[src/rtl/core/assert_macros.svh]
// ----------------------------------------------------------------------------
// Assertion macros
// Shared wrappers for concurrent assertions; empty when SYNTHESIS is defined.
// ----------------------------------------------------------------------------
`ifndef ASSERT_MACROS_SVH
`define ASSERT_MACROS_SVH

`ifndef SYNTHESIS
`define ASSERT_PROP(label, clk, rst_n, prop) \
    label: assert property (@(posedge clk) disable iff (!rst_n) prop) \
        else $error("assertion failed");
`define ASSERT_IMPLY(label, clk, rst_n, ante, cons) \
    label: assert property (@(posedge clk) disable iff (!rst_n) (ante) |-> (cons)) \
        else $error("implication failed");
`else
`define ASSERT_PROP(label, clk, rst_n, prop)
`define ASSERT_IMPLY(label, clk, rst_n, ante, cons)
`endif

`endif

[src/rtl/core/tmre_pkg.sv]
// ----------------------------------------------------------------------------
// tmre_pkg
// Types, constants and helpers shared by the touch message report engine.
// ----------------------------------------------------------------------------
package tmre_pkg;

    localparam int FINGER_SLOTS_DEF = 10;
    localparam int SLOT_W           = 4;
    localparam int COORD_W          = 12;
    localparam int SIZE_W           = 6;
    localparam int PRES_W           = 8;
    localparam int HALF_W           = 8;
    localparam int CFG_IDX_W        = 3;
    localparam int CFG_DATA_W       = 12;
    localparam int QUEUE_DEPTH      = 2;

    // Status bit positions.
    localparam int ST_SUPPRESS_BIT = 1;
    localparam int ST_AMP_BIT      = 2;
    localparam int ST_MOVE_BIT     = 4;
    localparam int ST_RELEASE_BIT  = 5;
    localparam int ST_PRESS_BIT    = 6;
    localparam int ST_DETECT_BIT   = 7;

    localparam logic [COORD_W-1:0] KEY_COLUMN_X_RST  = 12'd845;
    localparam logic [COORD_W-1:0] HOME_KEY_Y_RST    = 12'd95;
    localparam logic [COORD_W-1:0] MENU_KEY_Y_RST    = 12'd238;
    localparam logic [COORD_W-1:0] BACK_KEY_Y_RST    = 12'd382;
    localparam logic [HALF_W-1:0]  KEY_HALF_SIZE_RST = 8'd50;

    localparam logic [CFG_IDX_W-1:0] CFG_KEY_COLUMN_X  = 3'd0;
    localparam logic [CFG_IDX_W-1:0] CFG_HOME_KEY_Y    = 3'd1;
    localparam logic [CFG_IDX_W-1:0] CFG_MENU_KEY_Y    = 3'd2;
    localparam logic [CFG_IDX_W-1:0] CFG_BACK_KEY_Y    = 3'd3;
    localparam logic [CFG_IDX_W-1:0] CFG_KEY_HALF_SIZE = 3'd4;

    typedef enum logic [1:0] {
        EV_KEY_PRESS   = 2'd0,
        EV_RELEASE_ALL = 2'd1,
        EV_CONTACT     = 2'd2,
        EV_FRAME_END   = 2'd3
    } evt_kind_t;

    typedef enum logic [1:0] {
        KC_HOME = 2'd0,
        KC_MENU = 2'd1,
        KC_BACK = 2'd2
    } key_code_t;

    typedef enum logic [1:0] {
        HEAD_NONE,
        HEAD_KEY,
        HEAD_RELEASE
    } head_t;

    typedef enum logic [1:0] {
        BK_IDLE,
        BK_HEAD,
        BK_WALK,
        BK_FRAME
    } back_state_t;

    // Work handed from the classifier to the sequencer.
    typedef struct packed {
        head_t               head;
        key_code_t           key_code;
        logic                write_all;
        logic                clear_pressure;
        logic                frame;
        logic [SLOT_W-1:0]   slot;
        logic [COORD_W-1:0]  x;
        logic [COORD_W-1:0]  y;
        logic [SIZE_W-1:0]   size;
        logic [PRES_W-1:0]   pressure;
    } cmd_t;

    typedef struct packed {
        logic [COORD_W-1:0] x;
        logic [COORD_W-1:0] y;
        logic [SIZE_W-1:0]  size;
        logic [PRES_W-1:0]  pressure;
        logic               retired;
    } finger_t;

    // Inclusive square zone test around (cx, cy) with half side h.
    function automatic logic in_zone(
        input logic [COORD_W-1:0] px,
        input logic [COORD_W-1:0] py,
        input logic [COORD_W-1:0] cx,
        input logic [COORD_W-1:0] cy,
        input logic [HALF_W-1:0]  h
    );
        logic signed [COORD_W+1:0] sx;
        logic signed [COORD_W+1:0] sy;
        logic signed [COORD_W+1:0] scx;
        logic signed [COORD_W+1:0] scy;
        logic signed [COORD_W+1:0] sh;
        sx  = $signed({2'b00, px});
        sy  = $signed({2'b00, py});
        scx = $signed({2'b00, cx});
        scy = $signed({2'b00, cy});
        sh  = $signed({6'b000000, h});
        return (sx >= scx - sh) && (sx <= scx + sh) && (sy >= scy - sh) && (sy <= scy + sh);
    endfunction

endpackage

[src/rtl/core/tmre_msg_if.sv]
// ----------------------------------------------------------------------------
// tmre_msg_if
// Touch status message channel with valid/ready handshake.
// ----------------------------------------------------------------------------
interface tmre_msg_if;
    logic        valid;
    logic        ready;
    logic [7:0]  status_bits;
    logic [11:0] x_pos;
    logic [11:0] y_pos;
    logic [7:0]  report_id;
    logic [7:0]  touch_area;
    logic [7:0]  touch_amplitude;

    modport source (
        output valid, status_bits, x_pos, y_pos, report_id, touch_area, touch_amplitude,
        input  ready
    );
    modport sink (
        input  valid, status_bits, x_pos, y_pos, report_id, touch_area, touch_amplitude,
        output ready
    );
endinterface

[src/rtl/core/tmre_evt_if.sv]
// ----------------------------------------------------------------------------
// tmre_evt_if
// Input event channel with valid/ready handshake.
// ----------------------------------------------------------------------------
interface tmre_evt_if;
    logic        valid;
    logic        ready;
    logic [1:0]  event_kind;
    logic [1:0]  key_code;
    logic [11:0] contact_x;
    logic [11:0] contact_y;
    logic [7:0]  contact_pressure;
    logic [5:0]  contact_size;
    logic [3:0]  current_slot;
    logic        last;

    modport source (
        output valid, event_kind, key_code, contact_x, contact_y, contact_pressure,
               contact_size, current_slot, last,
        input  ready
    );
    modport sink (
        input  valid, event_kind, key_code, contact_x, contact_y, contact_pressure,
               contact_size, current_slot, last,
        output ready
    );
endinterface

[src/rtl/core/tmre_front.sv]
// ----------------------------------------------------------------------------
// tmre_front
// Accepts messages, holds the key zone registers and the previous slot, and
// classifies each message into a command for the sequencer.
// ----------------------------------------------------------------------------
module tmre_front #(
    parameter int FINGER_SLOTS = tmre_pkg::FINGER_SLOTS_DEF
) (
    input  logic                           clk,
    input  logic                           rst_n,
    input  logic                           cfg_write,
    input  logic [tmre_pkg::CFG_IDX_W-1:0] cfg_index,
    input  logic [tmre_pkg::CFG_DATA_W-1:0] cfg_data,
    tmre_msg_if.sink                       msg,
    input  logic                           q_full,
    output logic                           push,
    output tmre_pkg::cmd_t                 push_cmd
);
    import tmre_pkg::*;

    logic [COORD_W-1:0] key_column_x_reg;
    logic [COORD_W-1:0] home_key_y_reg;
    logic [COORD_W-1:0] menu_key_y_reg;
    logic [COORD_W-1:0] back_key_y_reg;
    logic [HALF_W-1:0]  key_half_size_reg;
    logic               prev_valid_reg;
    logic [SLOT_W-1:0]  prev_slot_reg;

    logic [7:0]         slot8;
    logic               in_range;
    logic               keep;
    logic               accept;
    logic               detect;
    logic               release_bit;
    logic               hit_home;
    logic               hit_menu;
    logic               hit_back;
    logic               key_hit;
    logic               any_update;
    logic               updn;
    logic [SIZE_W-1:0]  area_size;

    always_ff @(posedge clk or negedge rst_n)
    begin
        if (!rst_n)
        begin
            key_column_x_reg  <= KEY_COLUMN_X_RST;
            home_key_y_reg    <= HOME_KEY_Y_RST;
            menu_key_y_reg    <= MENU_KEY_Y_RST;
            back_key_y_reg    <= BACK_KEY_Y_RST;
            key_half_size_reg <= KEY_HALF_SIZE_RST;
        end
        else if (cfg_write)
        begin
            case (cfg_index)
                CFG_KEY_COLUMN_X:  key_column_x_reg  <= cfg_data;
                CFG_HOME_KEY_Y:    home_key_y_reg    <= cfg_data;
                CFG_MENU_KEY_Y:    menu_key_y_reg    <= cfg_data;
                CFG_BACK_KEY_Y:    back_key_y_reg    <= cfg_data;
                CFG_KEY_HALF_SIZE: key_half_size_reg <= cfg_data[HALF_W-1:0];
                default:           ;
            endcase
        end
    end

    always_comb
    begin
        slot8       = msg.report_id - 8'd2;
        in_range    = slot8 < 8'(FINGER_SLOTS);
        keep        = !msg.status_bits[ST_SUPPRESS_BIT] && in_range;
        detect      = msg.status_bits[ST_DETECT_BIT];
        release_bit = msg.status_bits[ST_RELEASE_BIT];
        hit_home    = in_zone(msg.x_pos, msg.y_pos, key_column_x_reg, home_key_y_reg,
                              key_half_size_reg);
        hit_menu    = in_zone(msg.x_pos, msg.y_pos, key_column_x_reg, menu_key_y_reg,
                              key_half_size_reg);
        hit_back    = in_zone(msg.x_pos, msg.y_pos, key_column_x_reg, back_key_y_reg,
                              key_half_size_reg);
        key_hit     = hit_home || hit_menu || hit_back;
        any_update  = msg.status_bits[ST_PRESS_BIT] || msg.status_bits[ST_MOVE_BIT]
                      || msg.status_bits[ST_AMP_BIT];
        updn        = (detect && !key_hit && msg.status_bits[ST_PRESS_BIT])
                      || (!detect && release_bit);
        area_size   = msg.touch_area[7:2];
        if (area_size == '0)
        begin
            area_size = SIZE_W'(1);
        end

        push_cmd.head = HEAD_NONE;
        if (detect && key_hit)
        begin
            push_cmd.head = HEAD_KEY;
        end
        else if (!detect && release_bit)
        begin
            push_cmd.head = HEAD_RELEASE;
        end
        push_cmd.key_code       = hit_home ? KC_HOME : (hit_menu ? KC_MENU : KC_BACK);
        push_cmd.write_all      = detect && !key_hit && any_update;
        push_cmd.clear_pressure = !detect && release_bit;
        push_cmd.frame          = (prev_valid_reg && prev_slot_reg >= slot8[SLOT_W-1:0])
                                  || updn;
        push_cmd.slot           = slot8[SLOT_W-1:0];
        push_cmd.x              = msg.x_pos;
        push_cmd.y              = msg.y_pos;
        push_cmd.size           = area_size;
        push_cmd.pressure       = msg.touch_amplitude;

        msg.ready = !q_full;
        accept    = msg.valid && !q_full;
        push      = accept && keep;
    end

    always_ff @(posedge clk or negedge rst_n)
    begin
        if (!rst_n)
        begin
            prev_valid_reg <= 1'b0;
            prev_slot_reg  <= '0;
        end
        else if (push)
        begin
            prev_valid_reg <= 1'b1;
            prev_slot_reg  <= slot8[SLOT_W-1:0];
        end
    end

endmodule

[src/rtl/core/tmre_queue.sv]
// ----------------------------------------------------------------------------
// tmre_queue
// Short command queue between the classifier and the sequencer.
// ----------------------------------------------------------------------------
`include "assert_macros.svh"

module tmre_queue (
    input  logic           clk,
    input  logic           rst_n,
    input  logic           push,
    input  tmre_pkg::cmd_t push_cmd,
    output logic           full,
    input  logic           pop,
    output tmre_pkg::cmd_t head_cmd,
    output logic           empty
);
    import tmre_pkg::*;

    localparam int PTR_W = (QUEUE_DEPTH > 1) ? $clog2(QUEUE_DEPTH) : 1;
    localparam int CNT_W = $clog2(QUEUE_DEPTH + 1);

    cmd_t             entry_reg [QUEUE_DEPTH];
    logic [PTR_W-1:0] wr_ptr_reg;
    logic [PTR_W-1:0] rd_ptr_reg;
    logic [CNT_W-1:0] count_reg;
    logic [PTR_W-1:0] wr_ptr_next;
    logic [PTR_W-1:0] rd_ptr_next;

    always_comb
    begin
        full        = count_reg == CNT_W'(QUEUE_DEPTH);
        empty       = count_reg == '0;
        head_cmd    = entry_reg[rd_ptr_reg];
        wr_ptr_next = (wr_ptr_reg == PTR_W'(QUEUE_DEPTH - 1)) ? '0 : wr_ptr_reg + 1'b1;
        rd_ptr_next = (rd_ptr_reg == PTR_W'(QUEUE_DEPTH - 1)) ? '0 : rd_ptr_reg + 1'b1;
    end

    always_ff @(posedge clk)
    begin
        if (push)
        begin
            entry_reg[wr_ptr_reg] <= push_cmd;
        end
    end

    always_ff @(posedge clk or negedge rst_n)
    begin
        if (!rst_n)
        begin
            wr_ptr_reg <= '0;
            rd_ptr_reg <= '0;
            count_reg  <= '0;
        end
        else
        begin
            if (push)
            begin
                wr_ptr_reg <= wr_ptr_next;
            end
            if (pop)
            begin
                rd_ptr_reg <= rd_ptr_next;
            end
            if (push && !pop)
            begin
                count_reg <= count_reg + 1'b1;
            end
            else if (pop && !push)
            begin
                count_reg <= count_reg - 1'b1;
            end
        end
    end

    `ASSERT_PROP(a_count_bound, clk, rst_n, count_reg <= CNT_W'(QUEUE_DEPTH))
    `ASSERT_IMPLY(a_no_overflow, clk, rst_n, push, !full || pop)
    `ASSERT_IMPLY(a_no_underflow, clk, rst_n, pop, !empty)

endmodule

[src/rtl/core/tmre_back.sv]
// ----------------------------------------------------------------------------
// tmre_back
// Sequencer: applies table writes, emits the head result, walks the finger
// slots for contact reports and closes each frame.
// ----------------------------------------------------------------------------
`include "assert_macros.svh"

module tmre_back #(
    parameter int FINGER_SLOTS = tmre_pkg::FINGER_SLOTS_DEF
) (
    input  logic           clk,
    input  logic           rst_n,
    input  logic           q_empty,
    input  tmre_pkg::cmd_t q_cmd,
    output logic           pop,
    tmre_evt_if.source     evt
);
    import tmre_pkg::*;

    localparam int IDX_W = (FINGER_SLOTS > 1) ? $clog2(FINGER_SLOTS) : 1;

    finger_t            table_reg [FINGER_SLOTS];
    back_state_t        state_reg;
    back_state_t        state_next;
    logic [IDX_W-1:0]   idx_reg;
    logic [IDX_W-1:0]   idx_next;
    cmd_t               cmd_reg;

    logic               out_valid_reg;
    evt_kind_t          out_kind_reg;
    key_code_t          out_code_reg;
    logic [COORD_W-1:0] out_x_reg;
    logic [COORD_W-1:0] out_y_reg;
    logic [PRES_W-1:0]  out_pres_reg;
    logic [SIZE_W-1:0]  out_size_reg;
    logic [SLOT_W-1:0]  out_slot_reg;
    logic               out_last_reg;

    logic               can_emit;
    logic               load;
    evt_kind_t          load_kind;
    key_code_t          load_code;
    logic               load_contact;
    logic               load_last;
    logic               retire;
    finger_t            entry;
    logic [IDX_W-1:0]   wr_idx;

    always_comb
    begin
        can_emit     = !out_valid_reg || evt.ready;
        entry        = table_reg[idx_reg];
        wr_idx       = q_cmd.slot[IDX_W-1:0];
        state_next   = state_reg;
        idx_next     = idx_reg;
        pop          = 1'b0;
        load         = 1'b0;
        load_kind    = EV_FRAME_END;
        load_code    = KC_HOME;
        load_contact = 1'b0;
        load_last    = 1'b0;
        retire       = 1'b0;
        case (state_reg)
            BK_IDLE:
            begin
                if (!q_empty)
                begin
                    pop      = 1'b1;
                    idx_next = '0;
                    if (q_cmd.head != HEAD_NONE)
                    begin
                        state_next = BK_HEAD;
                    end
                    else if (q_cmd.frame)
                    begin
                        state_next = BK_WALK;
                    end
                end
            end
            BK_HEAD:
            begin
                if (can_emit)
                begin
                    load       = 1'b1;
                    load_kind  = (cmd_reg.head == HEAD_KEY) ? EV_KEY_PRESS : EV_RELEASE_ALL;
                    load_code  = (cmd_reg.head == HEAD_KEY) ? cmd_reg.key_code : KC_HOME;
                    load_last  = !cmd_reg.frame;
                    state_next = cmd_reg.frame ? BK_WALK : BK_IDLE;
                end
            end
            BK_WALK:
            begin
                // Retired slots are skipped without waiting on the output.
                if (entry.retired || can_emit)
                begin
                    if (!entry.retired)
                    begin
                        load         = 1'b1;
                        load_kind    = EV_CONTACT;
                        load_contact = 1'b1;
                        retire       = entry.pressure == '0;
                    end
                    if (idx_reg == IDX_W'(FINGER_SLOTS - 1))
                    begin
                        state_next = BK_FRAME;
                    end
                    else
                    begin
                        idx_next = idx_reg + 1'b1;
                    end
                end
            end
            BK_FRAME:
            begin
                if (can_emit)
                begin
                    load       = 1'b1;
                    load_kind  = EV_FRAME_END;
                    load_last  = 1'b1;
                    state_next = BK_IDLE;
                end
            end
            default:
            begin
                state_next = BK_IDLE;
            end
        endcase
    end

    always_ff @(posedge clk or negedge rst_n)
    begin
        if (!rst_n)
        begin
            state_reg     <= BK_IDLE;
            idx_reg       <= '0;
            out_valid_reg <= 1'b0;
            for (int i = 0; i < FINGER_SLOTS; i++)
            begin
                table_reg[i] <= '0;
            end
        end
        else
        begin
            state_reg <= state_next;
            idx_reg   <= idx_next;
            if (load)
            begin
                out_valid_reg <= 1'b1;
            end
            else if (evt.ready)
            begin
                out_valid_reg <= 1'b0;
            end
            if (pop && q_cmd.write_all)
            begin
                table_reg[wr_idx].x        <= q_cmd.x;
                table_reg[wr_idx].y        <= q_cmd.y;
                table_reg[wr_idx].size     <= q_cmd.size;
                table_reg[wr_idx].pressure <= q_cmd.pressure;
                table_reg[wr_idx].retired  <= 1'b0;
            end
            else if (pop && q_cmd.clear_pressure)
            begin
                table_reg[wr_idx].pressure <= '0;
                table_reg[wr_idx].retired  <= 1'b0;
            end
            if (retire)
            begin
                table_reg[idx_reg].retired <= 1'b1;
            end
        end
    end

    always_ff @(posedge clk)
    begin
        if (pop)
        begin
            cmd_reg <= q_cmd;
        end
        if (load)
        begin
            out_kind_reg <= load_kind;
            out_code_reg <= load_code;
            out_x_reg    <= load_contact ? entry.x : '0;
            out_y_reg    <= load_contact ? entry.y : '0;
            out_pres_reg <= load_contact ? entry.pressure : '0;
            out_size_reg <= load_contact ? entry.size : '0;
            out_slot_reg <= load_contact ? cmd_reg.slot : '0;
            out_last_reg <= load_last;
        end
    end

    assign evt.valid            = out_valid_reg;
    assign evt.event_kind       = out_kind_reg;
    assign evt.key_code         = out_code_reg;
    assign evt.contact_x        = out_x_reg;
    assign evt.contact_y        = out_y_reg;
    assign evt.contact_pressure = out_pres_reg;
    assign evt.contact_size     = out_size_reg;
    assign evt.current_slot     = out_slot_reg;
    assign evt.last             = out_last_reg;

    `ASSERT_IMPLY(a_walk_needs_frame, clk, rst_n, state_reg == BK_WALK, cmd_reg.frame)
    `ASSERT_IMPLY(a_frame_end_last, clk, rst_n,
                  out_valid_reg && out_kind_reg == EV_FRAME_END, out_last_reg)
    `ASSERT_IMPLY(a_pop_only_idle, clk, rst_n, pop, state_reg == BK_IDLE)

endmodule

[src/rtl/core/touch_message_report_engine.sv]
// ----------------------------------------------------------------------------
// touch_message_report_engine
// Turns touch status messages into key, release, contact and frame events.
// ----------------------------------------------------------------------------
//  Channel  Dir  Handshake          Content
//  msg      in   valid/ready        one touch status message
//  evt      out  valid/ready        one input event, last marks end of message
//  cfg      in   cfg_write strobe   key zone registers by index
//
//  A message is classified in the cycle it is taken and queued (two entries).
//  The sequencer takes a command, emits a key or release event, walks the
//  slot table and emits the frame end, in that order.
//  The finger table is cleared at once by reset; no clearing pass is needed.
//  A stalled evt channel holds the walk; msg stalls only when the queue fills.
// ----------------------------------------------------------------------------
module touch_message_report_engine #(
    parameter int FINGER_SLOTS = tmre_pkg::FINGER_SLOTS_DEF
) (
    input  logic                            clk,
    input  logic                            rst_n,
    input  logic                            cfg_write,
    input  logic [tmre_pkg::CFG_IDX_W-1:0]  cfg_index,
    input  logic [tmre_pkg::CFG_DATA_W-1:0] cfg_data,
    tmre_msg_if.sink                        msg,
    tmre_evt_if.source                      evt
);
    import tmre_pkg::*;

    logic q_full;
    logic q_empty;
    logic push;
    logic pop;
    cmd_t push_cmd;
    cmd_t head_cmd;

    tmre_front #(
        .FINGER_SLOTS(FINGER_SLOTS)
    ) u_front (
        .clk       (clk),
        .rst_n     (rst_n),
        .cfg_write (cfg_write),
        .cfg_index (cfg_index),
        .cfg_data  (cfg_data),
        .msg       (msg),
        .q_full    (q_full),
        .push      (push),
        .push_cmd  (push_cmd)
    );

    tmre_queue u_queue (
        .clk      (clk),
        .rst_n    (rst_n),
        .push     (push),
        .push_cmd (push_cmd),
        .full     (q_full),
        .pop      (pop),
        .head_cmd (head_cmd),
        .empty    (q_empty)
    );

    tmre_back #(
        .FINGER_SLOTS(FINGER_SLOTS)
    ) u_back (
        .clk     (clk),
        .rst_n   (rst_n),
        .q_empty (q_empty),
        .q_cmd   (head_cmd),
        .pop     (pop),
        .evt     (evt)
    );

endmodule
[src/flat_wrapper.sv]
// flat-port wrapper written by rule: the top's interface ports become plain ports
module touch_message_report_engine_flat import tmre_pkg::*;
#(
    parameter int FINGER_SLOTS = tmre_pkg::FINGER_SLOTS_DEF
)
  (clk, rst_n, cfg_write, cfg_index, cfg_data, msg_valid, msg_status_bits, msg_x_pos, msg_y_pos, msg_report_id, msg_touch_area, msg_touch_amplitude, msg_ready, evt_valid, evt_event_kind, evt_key_code, evt_contact_x, evt_contact_y, evt_contact_pressure, evt_contact_size, evt_current_slot, evt_last, evt_ready);
  tmre_msg_if msg_i ();
  tmre_evt_if evt_i ();
  input  logic clk;
  input  logic rst_n;
  input  logic cfg_write;
  input  logic [tmre_pkg::CFG_IDX_W-1:0] cfg_index;
  input  logic [tmre_pkg::CFG_DATA_W-1:0] cfg_data;
  input wire logic [$bits(msg_i.valid)-1:0] msg_valid;
  input wire logic [$bits(msg_i.status_bits)-1:0] msg_status_bits;
  input wire logic [$bits(msg_i.x_pos)-1:0] msg_x_pos;
  input wire logic [$bits(msg_i.y_pos)-1:0] msg_y_pos;
  input wire logic [$bits(msg_i.report_id)-1:0] msg_report_id;
  input wire logic [$bits(msg_i.touch_area)-1:0] msg_touch_area;
  input wire logic [$bits(msg_i.touch_amplitude)-1:0] msg_touch_amplitude;
  output wire logic [$bits(msg_i.ready)-1:0] msg_ready;
  output wire logic [$bits(evt_i.valid)-1:0] evt_valid;
  output wire logic [$bits(evt_i.event_kind)-1:0] evt_event_kind;
  output wire logic [$bits(evt_i.key_code)-1:0] evt_key_code;
  output wire logic [$bits(evt_i.contact_x)-1:0] evt_contact_x;
  output wire logic [$bits(evt_i.contact_y)-1:0] evt_contact_y;
  output wire logic [$bits(evt_i.contact_pressure)-1:0] evt_contact_pressure;
  output wire logic [$bits(evt_i.contact_size)-1:0] evt_contact_size;
  output wire logic [$bits(evt_i.current_slot)-1:0] evt_current_slot;
  output wire logic [$bits(evt_i.last)-1:0] evt_last;
  input wire logic [$bits(evt_i.ready)-1:0] evt_ready;
  assign msg_i.valid = msg_valid;
  assign msg_i.status_bits = msg_status_bits;
  assign msg_i.x_pos = msg_x_pos;
  assign msg_i.y_pos = msg_y_pos;
  assign msg_i.report_id = msg_report_id;
  assign msg_i.touch_area = msg_touch_area;
  assign msg_i.touch_amplitude = msg_touch_amplitude;
  assign msg_ready = msg_i.ready;
  assign evt_valid = evt_i.valid;
  assign evt_event_kind = evt_i.event_kind;
  assign evt_key_code = evt_i.key_code;
  assign evt_contact_x = evt_i.contact_x;
  assign evt_contact_y = evt_i.contact_y;
  assign evt_contact_pressure = evt_i.contact_pressure;
  assign evt_contact_size = evt_i.contact_size;
  assign evt_current_slot = evt_i.current_slot;
  assign evt_last = evt_i.last;
  assign evt_i.ready = evt_ready;
  touch_message_report_engine #(.FINGER_SLOTS(FINGER_SLOTS)) u_core (.clk(clk), .rst_n(rst_n), .cfg_write(cfg_write), .cfg_index(cfg_index), .cfg_data(cfg_data), .msg(msg_i), .evt(evt_i));
endmodule
[config.mk]
export PLATFORM = sky130hd
export DESIGN_NAME = touch_message_report_engine_flat
export DESIGN_NICKNAME = d
export VERILOG_FILES = /design/src/rtl/core/tmre_pkg.sv /design/src/rtl/core/tmre_msg_if.sv /design/src/rtl/core/tmre_evt_if.sv /design/src/rtl/core/tmre_front.sv /design/src/rtl/core/tmre_queue.sv /design/src/rtl/core/tmre_back.sv /design/src/rtl/core/touch_message_report_engine.sv /design/src/flat_wrapper.sv
export VERILOG_INCLUDE_DIRS = /design/src /design/src/rtl/core
export SDC_FILE = /design/constraint.sdc
export NUM_CORES = 1
export LEC_CHECK = 0
export BUFFER_PORTS_ARGS = -buffer_cell sky130_fd_sc_hd__buf_2
export CORE_MARGIN = 4
export CORE_UTILIZATION = 35
export CTS_BUF_LIST = sky130_fd_sc_hd__clkbuf_2 sky130_fd_sc_hd__clkbuf_4 sky130_fd_sc_hd__clkbuf_8
export DETAILED_ROUTE_END_ITERATION = 10
export PLACE_DENSITY = 0.58
export SYNTH_ARGS = -nofsm -noshare
export SYNTH_HDL_FRONTEND = slang
export SYNTH_HIERARCHICAL = 1
export SYNTH_SLANG_ARGS = --single-unit
[constraint.sdc]
create_clock -name clk -period 5.1 [get_ports clk]
set_input_delay 0.51 -clock clk [delete_from_list [all_inputs] [get_ports clk]]
set_output_delay 0.51 -clock clk [all_outputs]
set_load 0.005 [all_outputs]
==> out/metrics.csv, run 1 <==
metric,value,unit
status,"complete, no violations",
I/O Buffers,120,
post-synth top area share,33.58,%
Yosys reg bits,616,
Setup-failing EPs final,0,
"Reg clk slew, reported paths",0.06,ns
Worst Hold Class,in2reg,
starting density of the core,35.29,%
headroom to the max-slew limit,20.73,%
global-route wire length before repair,130200,um
Slowest cell on crit path,dfstp_2,
"EDFF count, synth",154,
Finished Cell Area,36350,um^2
Post-synth top flop,dfrtp_1,
synth top area cells,"dfrtp_1 34%, edfxtp_1 14%, mux2_2 7.0%",
Hold WS,0.07673,ns
H-tree depth,3,
clock skew,0.04008,ns
CTS Root Cell,clkbuf_8,
"commonest non-fill, non-tap cell in the layout",nand2_1,
Sink Count,616,
critical path required time,5.55,ns
kind of critical path,reg2reg,
setup_tns,0,ns
Startpoint Class,flop,
largest net degree at the start of global routing,105,
drt pass-1 iters,5,
most frequent cells in the layout,"533 x nand2_1, 430 x dfrtp_1, 200 x mux2_2",
Slew @ Worst Pin,1.184,ns
Max Slew Vio Count,0,
DR iter-0 viols,1254,
CP max stage delay,0.70,ns
pwr/cell area,540.5,nW/um^2
drt total wl,84090,um
cell family with most CP delay,compound AO/OA/AOI/OAI gates,
total chip power,19.65,mW
async set-or-reset flop fraction in the synthesized netlist,75.00,%
Clock Latency Late Sink,0.73,ns
Yosys top cell by area,dfrtp_1,
Leak,15.99,nW
Wirelength per Cell,20.36,um
area of the core,91660,um^2
DPL Wire Length,53450,um
Final Hold Viols,0,
Non-Filler Instances,4131,
CP endpoint kind,flop,
Buf/Inv on CP,2,
Die Ht,312.0,um
Die Area,97340,um^2
Final min period,4.706,ns
"critical path, cell by cell",clkinvlp_4 > buf_4 > ha_1 > o21bai_1 > a21oi_1 > o21ba_2 > or3_1 > a21oi_1 > o311ai_0 > xor2_1 > ha_1 > a21o_1 > a21oi_1 > mux2i_1 > a21boi_0 > a32oi_1 > nor2_2 > a21oi_2 > o21ai_1,
Mapped Nets,3028,
# DRC,0,
total CTS buffers,108,
IO Pins,125,
Synth Cell Area,32340,um^2
GP Congestion,0.8529,
Final Core Density,39.66,%
Placed Cells,3910,
fmax,212.5,MHz
setup ws final,0.3939,ns
vias in the first global route,21880,
GRT Overall Usage,17.11,%
Post-Syn Instances,2769,
CP max FO,8,
layout cells sized above 1,25.31,%
worst vdd ir,0.2174,mV
CP Data Arrival Time,5.15,ns
"Distinct cells, synth",88,
via/cell ratio,5.141,
Max Cap Viol,0,
FP Rows,111,
initial antenna violation count,8,
Die Wd,312.0,um
final-stage net count,3120,
DRT antenna net count,0,
pre-CTS WS,0.3900,ns
Avg Synthesized Cell Area,11.68,um^2
DP Area,33760,um^2
area grow syn2layout,12.39,%
clk buf depth,3,
synth warn,6,
CTS tree,built,
RSZ-0062 raised after global routing,no,
cell mode on critical path,a21oi_1,
fin crit share,92.28,%
R2R Setup Slk,0.39,ns
global route overflow,0,
"Seq/Total Area, Yosys",50.15,%
detailed-route via count,21240,
area by class of cell:
type                       count  area (um^2)
timing repair buffer         187         1229
fill                        8806        55310
clock buffer                 170         2064
sequential                   616        16230
antenna                        2        5.005
multi-input combinational   1869        14790
inverter                      79        300.3
tap                         1186         1484
clock inverter                22        246.5
where the power goes:
group	internal [mW]	switching, mW	total [mW]
logic	3.30	3.62	6.92
registers	6.88	0.990	7.87
clock network	2.77	2.09	4.86
kinds of logic (layout without fill, tap and decap cells):
kind of cell	count (synthesis)	in the layout	synth area share (%)
and+or+nand+nor	829	829	10.96
DFF	616	616	50.15
muxes	404	404	16.70
AOI/OAI and AO/OA	376	376	8.429
buffers and inverters	284	458	4.414
adders and majority gates	183	183	7.265
xor gates and xnor gates	77	77	2.085
other	0	2	0
what timing repair did:
action | CTS | global route
buffers inserted | 0 | 1
gates resized for setup | 0 | 1
hold buffers | 26 | 0
setup endpoints to repair | 0 | 6
endpoints found under the hold margin | 137 | 0
per-layer routing:
layer	wire (um)	share of wire (%)	track usage, %
met1	37910	45	23.46
met2	39860	47	27.96
met3	4879	5.8	3.242
met4	1396	1.7	4.527
met5	41	0.049	0
synthesized netlist by cell type, types with 54 or more instances:
master,number
a21oi_1,73
a22o_1,80
inv_1,79
ha_1,175
clkbuf_1,84
nand2_1,533
mux2i_1,86
nor2_1,125
buf_2,54
edfxtp_1,154
mux2_2,200
o21ai_0,68
mux4_2,65
dfrtp_1,434
final timing paths:
kind	startpoint	to	depth (start not counted)
max in group asynchronous	rst_n	asynchronous set/reset pin	3
hold reg to reg	u_core/u_front/prev_valid_reg	u_core/u_front/prev_valid_reg	1
hold / removal	msg_x_pos[3]	u_core/u_queue/entry_reg[1][29]	1
setup / recovery	u_core/u_front/key_half_size_reg[1]	u_core/u_queue/entry_reg[0][42]	19
min in group asynchronous	rst_n	u_core/u_front/prev_slot_reg[0]	2
setup reg to reg	u_core/u_front/key_half_size_reg[1]	u_core/u_queue/entry_reg[0][42]	19
worst register-to-register path: stages, from the launching register on:
cell        delay [ns]
dfstp_2           0.70
clkinvlp_4        0.22
buf_4             0.23
ha_1              0.30
o21bai_1          0.13
a21oi_1           0.13
o21ba_2           0.22
or3_1             0.31
a21oi_1           0.23
o311ai_0          0.17
xor2_1            0.18
ha_1              0.20
a21o_1            0.15
a21oi_1           0.18
mux2i_1           0.09
a21boi_0          0.14
a32oi_1           0.34
nor2_2            0.09
a21oi_2           0.26
o21ai_1           0.13
(Power assumes the default switching activity.)
==> run 2: changes to the inputs <==
Settings changed: MAX_ROUTING_LAYER set to met4.
==> run 2 against run 1 <==
Net effect:
- die area stayed put
- register-to-register slack worse by 0.02 ns
- core utilization hardly changed
- hold slack better by 0.0056 ns
- sequential cell count stayed put
- cell count hardly changed
- sequential power hardly changed
- final area hardly changed
==> out/metrics.csv, run 2 (synthesized netlist as in run 1, its figures left out) <==
metric,value,unit,change
status,"complete, no violations",,unchanged
Worst Hold Class,in2reg,,unchanged
I/O Buffers,120,,unchanged
global-route wire length before repair,130100,um,was 130200 um
Max Slew Vio Count,0,,unchanged
Wirelength per Cell,20.31,um,was 20.36 um
headroom to the max-slew limit,21.10,%,was 20.73%
drt pass-1 iters,5,,unchanged
Leak,15.99,nW,unchanged
vias in the first global route,21870,,was 21880
Clock Latency Late Sink,0.73,ns,about the same
GRT Overall Usage,17.61,%,was 17.11%
area of the core,91660,um^2,unchanged
clk buf depth,3,,unchanged
global route overflow,0,,unchanged
Worst Setup EP,u_core/u_queue/entry_reg[0][42],,unchanged
detailed-route via count,21190,,was 21240
worst vdd ir,0.2188,mV,was 0.2174 mV
reg2reg end,u_core/u_queue/entry_reg[0][42],,unchanged
CP Data Arrival Time,5.17,ns,was 5.15 ns
critical path required time,5.54,ns,was 5.55 ns
"commonest non-fill, non-tap cell in the layout",nand2_1,,unchanged
"Reg clk slew, reported paths",0.06,ns,about the same
starting density of the core,35.29,%,unchanged
R2R Setup Slk,0.38,ns,was 0.39 ns
via/cell ratio,5.125,,was 5.141
Final Hold Viols,0,,unchanged
RSZ-0062 raised after global routing,no,,unchanged
initial antenna violation count,8,,unchanged
layout cells sized above 1,25.31,%,unchanged
most frequent cells in the layout,"533 x nand2_1, 430 x dfrtp_1, 200 x mux2_2",,unchanged
Worst Setup SP,u_core/u_front/key_half_size_reg[1],,unchanged
final-stage net count,3120,,unchanged
Setup-failing EPs final,0,,unchanged
Max Cap Viol,0,,unchanged
total CTS buffers,108,,unchanged
worst r2r src,u_core/u_front/key_half_size_reg[1],,unchanged
Die Wd,312.0,um,unchanged
FP Rows,111,,unchanged
clock skew,0.03784,ns,was 0.04008 ns
kind of critical path,reg2reg,,unchanged
Die Ht,312.0,um,unchanged
largest net degree at the start of global routing,105,,unchanged
Final min period,4.722,ns,was 4.706 ns
hold depth,1,,unchanged
CP endpoint kind,flop,,unchanged
CP max FO,8,,unchanged
FF-to-FF path depth,19,,unchanged
fin crit share,92.58,%,was 92.28%
setup_tns,0,ns,unchanged
IO Pins,125,,unchanged
Slew @ Worst Pin,1.178,ns,was 1.184 ns
Non-Filler Instances,4134,,was 4131
fmax,211.8,MHz,was 212.5 MHz
Die Area,97340,um^2,unchanged
area grow syn2layout,12.41,%,was 12.39%
H-tree depth,3,,unchanged
DR iter-0 viols,1240,,was 1254
CTS Root Cell,clkbuf_8,,unchanged
GP Congestion,0.8665,,was 0.8529
DPL Wire Length,53450,um,unchanged
DRT antenna net count,0,,unchanged
pwr/cell area,540.2,nW/um^2,was 540.5 nW/um^2
Startpoint Class,flop,,unchanged
Placed Cells,3910,,unchanged
CTS tree,built,,unchanged
# DRC,0,,unchanged
drt total wl,83970,um,was 84090 um
Sink Count,616,,unchanged
## run 2: cell types whose count changed in the layout (fill, tap and decap cells not counted)
cell | previous run | this run
diode_2 | 2 | 5
## run 2: cell type report
cell class	instances	area [um^2]
Sequential cell	616	16230
Clock inverter	22	246.5
Inverter	79	300.3
Timing Repair Buffer	187	1229
Multi-Input combinational cell	1869	14790
Tap cell	1186	1484
Antenna cell	5	12.51
Clock buffer	170	2064
Fill cell	8804	55300
## run 2: how the worst min path moves through the flow
| stage | to | startpoint | slack (ns) |
|---|---|---|---|
| floorplan | asynchronous set/reset pin | rst_n | 0.21 |
| global placement | flop | flop | 0.45 |
| detailed placement | u_core/u_front/prev_valid_reg | u_core/u_front/prev_valid_reg | 0.46 |
| CTS | u_core/u_queue/entry_reg[1][29] | msg_x_pos[3] | 0.0003 |
| global route | u_core/u_queue/entry_reg[1][29] | msg_x_pos[3] | 0.04 |
| finish | u_core/u_queue/entry_reg[0][29] | msg_x_pos[3] | 0.08 |
## run 2: routing by layer
| layer | vias to the layer above | global-route usage, % | part of all wire, % |
|---|---|---|---|
| li1 | 9940 | - | - |
| met1 | 10650 | 23.44 | 45 |
| met2 | 501 | 28.03 | 47 |
| met3 | 91 | 3.170 | 5.7 |
| met4 | 0 | 4.527 | 1.7 |
| met5 | - | - | 0 |
## run 2: critical path: stages, from the launching register on
cell	delay, ns
dfstp_2	0.70
clkinvlp_4	0.22
buf_4	0.23
ha_1	0.30
o21bai_1	0.13
a21oi_1	0.12
o21ba_2	0.22
or3_1	0.31
a21oi_1	0.23
o311ai_0	0.17
xor2_1	0.18
ha_1	0.20
a21o_1	0.15
a21oi_1	0.18
mux2i_1	0.09
a21boi_0	0.14
a32oi_1	0.34
nor2_2	0.09
a21oi_2	0.28
o21ai_1	0.13
## run 2: where the power goes
group / internal, mW / total [mW] / switching, mW
combinational: 3.30 / 6.92 / 3.62
sequential: 6.88 / 7.86 / 0.988
clock: 2.77 / 4.86 / 2.09
total: 12.9 / 19.6 / 6.69
## run 2: stage by stage
step	total power [mW]	util (%)	hold WS, ns	setup WS [ns]	instance area [um^2]
2_1_floorplan	13.00	-	0.2144	0.7983	32340
3_3_place_gp	14.71	36.83	0.4525	0.4049	33760
3_5_place_dp	14.84	36.83	0.4569	0.3900	33760
4_1_cts	19.83	39.64	0.0003129	0.3073	36330
5_1_grt	21.04	39.67	0.04008	0.03444	36360
6_report	19.64	39.67	0.08230	0.3783	36360
## run 2: what timing repair did
| item | CTS | global route |
|---|---|---|
| hold endpoints to repair | 137 | 0 |
| resized for setup | 0 | 1 |
| endpoints found under the setup margin | 0 | 6 |
| hold buffers | 26 | 0 |
| setup buffers | 0 | 1 |
==> run 3: changes to the inputs <==
Settings changed: BUFFER_PORTS_ARGS -buffer_cell sky130_fd_sc_hd__buf_2 to not set, DONT_BUFFER_PORTS set to 1, PLACE_DENSITY 0.58 to 0.57.
==> run 3 against run 2 <==
Net effect:
- the run now ends with negative hold slack, max-slew violations left
- final area decreased by 0.66%
- cell count decreased by 2.2%
- combinational power decreased by 3.0%
- register-to-register slack improved by 0.06 ns
- critical path type unchanged
- critical endpoint is now u_core/u_queue/entry_reg[0][47]
==> out/metrics.csv, run 3 (synthesized netlist as in run 1, its figures left out) <==
metric,value,unit,change
I/O Buffers,0,,was 120
Worst Hold Class,in2async,,was in2reg
Startpoint Class,flop,,unchanged
headroom to the max-slew limit,-67.31,%,was 21.10%
R2R Setup Slk,0.44,ns,was 0.38 ns
status,"finished, violations left",,"was complete, no violations"
drt pass-1 iters,5,,unchanged
Non-Filler Instances,4045,,was 4134
fmax,214.4,MHz,was 211.8 MHz
clock skew,0.04018,ns,was 0.03784 ns
Placed Cells,3776,,was 3910
total CTS buffers,107,,was 108
Final min period,4.664,ns,was 4.722 ns
cell mode on critical path,o21ai_0,,was a21oi_1
final-stage net count,3018,,was 3120
CTS Root Cell,clkbuf_8,,unchanged
Die Wd,312.0,um,unchanged
"critical path, cell by cell",clkinvlp_4 > buf_4 > fa_1 > a211oi_1 > o21ai_0 > nand3b_1 > nand2b_1 > a21oi_1 > nand2_1 > xor2_1 > ha_1 > o21a_1 > o21ai_0 > nor2_1 > nor2_1 > o211ai_1 > o21ai_0 > a21oi_2 > and2_1,,was clkinvlp_4 > buf_4 > ha_1 > o21bai_1 > a21oi_1 > o21ba_2 > or3_1 > a21oi_1 > o311ai_0 > xor2_1 > ha_1 > a21o_1 > a21oi_1 > mux2i_1 > a21boi_0 > a32oi_1 > nor2_2 > a21oi_2 > o21ai_1
global route overflow,0,,unchanged
Slew @ Worst Pin,2.510,ns,was 1.178 ns
Buf/Inv on CP,2,,unchanged
via/cell ratio,5.300,,was 5.125
vias in the first global route,22680,,was 21870
total chip power,19.76,mW,was 19.64 mW
largest net degree at the start of global routing,463,,was 105
worst vdd ir,0.2232,mV,was 0.2188 mV
area grow syn2layout,11.67,%,was 12.41%
Leak,15.68,nW,was 15.99 nW
IO Pins,125,,unchanged
drt total wl,87120,um,was 83970 um
worst r2r src,u_core/u_front/key_half_size_reg[1],,unchanged
fill count,8765,,was 8804
most frequent cells in the layout,"530 x nand2_1, 430 x dfrtp_1, 200 x mux2_2",,"was 533 x nand2_1, 430 x dfrtp_1, 200 x mux2_2"
CP max stage delay,0.72,ns,was 0.70 ns
starting density of the core,35.29,%,unchanged
CP endpoint kind,flop,,unchanged
area of the core,91660,um^2,unchanged
clk buf depth,3,,unchanged
critical path required time,5.58,ns,was 5.54 ns
GRT Overall Usage,18.20,%,was 17.61%
global-route wire length before repair,134300,um,was 130100 um
CP max FO,8,,unchanged
DRT antenna net count,0,,unchanged
cell family with most CP delay,compound AO/OA/AOI/OAI gates,,unchanged
layout cells sized above 1,22.26,%,was 25.31%
Max Slew Vio Count,321,,was 0
setup_tns,0,ns,unchanged
DR iter-0 viols,1294,,was 1240
Max Cap Viol,0,,unchanged
Setup-failing EPs final,0,,unchanged
Die Area,97340,um^2,unchanged
"Reg clk slew, reported paths",0.06,ns,about the same
GP Congestion,0.9100,,was 0.8665
pwr/cell area,547.0,nW/um^2,was 540.2 nW/um^2
Final Hold Viols,289,,was 0
RSZ-0062 raised after global routing,no,,unchanged
Slowest cell on crit path,dfstp_2,,unchanged
"commonest non-fill, non-tap cell in the layout",nand2_1,,unchanged
Wirelength per Cell,21.54,um,was 20.31 um
Hold WS,-0.4260,ns,was 0.08230 ns
H-tree depth,3,,unchanged
fin crit share,91.46,%,was 92.58%
Sink Count,616,,unchanged
detailed-route via count,21440,,was 21190
CTS tree,built,,unchanged
Post-CTS Hold Fix Bufs,56,,was 26
setup ws final,0.4357,ns,was 0.3783 ns
Clock Latency Late Sink,0.75,ns,was 0.73 ns
failing checks,"negative hold slack, max-slew violations",,
initial antenna violation count,4,,was 8
pre-CTS WS,0.2907,ns,was 0.3900 ns
FP Rows,111,,unchanged
# DRC,0,,unchanged
reg2reg end,u_core/u_queue/entry_reg[0][47],,was u_core/u_queue/entry_reg[0][42]
kind of critical path,reg2reg,,unchanged
CP Data Arrival Time,5.15,ns,was 5.17 ns
Die Ht,312.0,um,unchanged
FF-to-FF path depth,19,,unchanged
DPL Wire Length,53910,um,was 53450 um
==> run 3: final cells by class <==
| cell class | instances | area, um^2 | area share (%) |
|---|---|---|---|
| tap | 1186 | 1484 | 4.108 |
| multi-input combinational | 1869 | 14800 | 40.97 |
| timing repair buffer | 86 | 798.3 | 2.210 |
| antenna | 6 | 15.01 | 0.04157 |
| clock inverter | 25 | 274.0 | 0.7586 |
| sequential | 616 | 16230 | 44.94 |
| inverter | 79 | 300.3 | 0.8314 |
| clock buffer | 178 | 2218 | 6.142 |
==> run 3: metrics by stage <==
step | util (%) | area [um^2]
after floorplan | - | 32340
after global placement | 36.02 | 33020
after detailed placement | 36.02 | 33020
after CTS | 39.35 | 36070
after global routing | 39.40 | 36120
final | 39.40 | 36120
==> run 3: per-layer routing <==
layer / GRT usage, % / part of all wire, %
met5: - / 0
met4: 5.410 / 2.5
met2: 30.10 / 49
met3: 2.944 / 4.9
met1: 23.18 / 44
==> run 3: worst register-to-register path, delay by kind of cell (launching register included) <==
kind,cells,cell delay [ns]
buffers and inverters,2,0.48
DFF,1,0.72
xor gates and xnor gates,1,0.15
AOI/OAI and AO/OA,8,1.66
and+or+nand+nor,6,0.71
adders and majority gates,2,0.71
==> run 3: worst max-delay path by stage <==
| stage | start | slack (ns) | cells past startpoint | endpoint |
|---|---|---|---|---|
| 5_1_grt | u_core/u_front/key_half_size_reg[1] | 0.02 | 18 | u_core/u_queue/entry_reg[0][47] |
| 3_3_place_gp | u_core/u_front/key_half_size_reg[1] | 0.38 | 18 | u_core/u_queue/entry_reg[1][47] |
| 4_1_cts | u_core/u_front/key_half_size_reg[1] | 0.30 | 18 | u_core/u_queue/entry_reg[0][47] |
| 3_5_place_dp | u_core/u_front/key_half_size_reg[1] | 0.29 | 18 | u_core/u_queue/entry_reg[0][47] |
| 2_1_floorplan | msg_report_id[1] | 0.80 | 7 | u_core/u_queue/entry_reg[0][0] |
| 6_report | u_core/u_front/key_half_size_reg[1] | 0.44 | 19 | u_core/u_queue/entry_reg[0][47] |
==> run 3: power breakdown <==
group          switching (mW)  leakage, nW  internal, mW
Clock                    2.13         1.33          2.97
Combinational            3.51         6.96          3.20
Sequential               1.06         7.39          6.88
==> run 3: repair_timing <==
item / in CTS / in global routing
buffers inserted: 0 / 4
endpoints found under the hold margin: 609 / 462
setup endpoints to repair: 0 / 6
resized for setup: 0 / 1
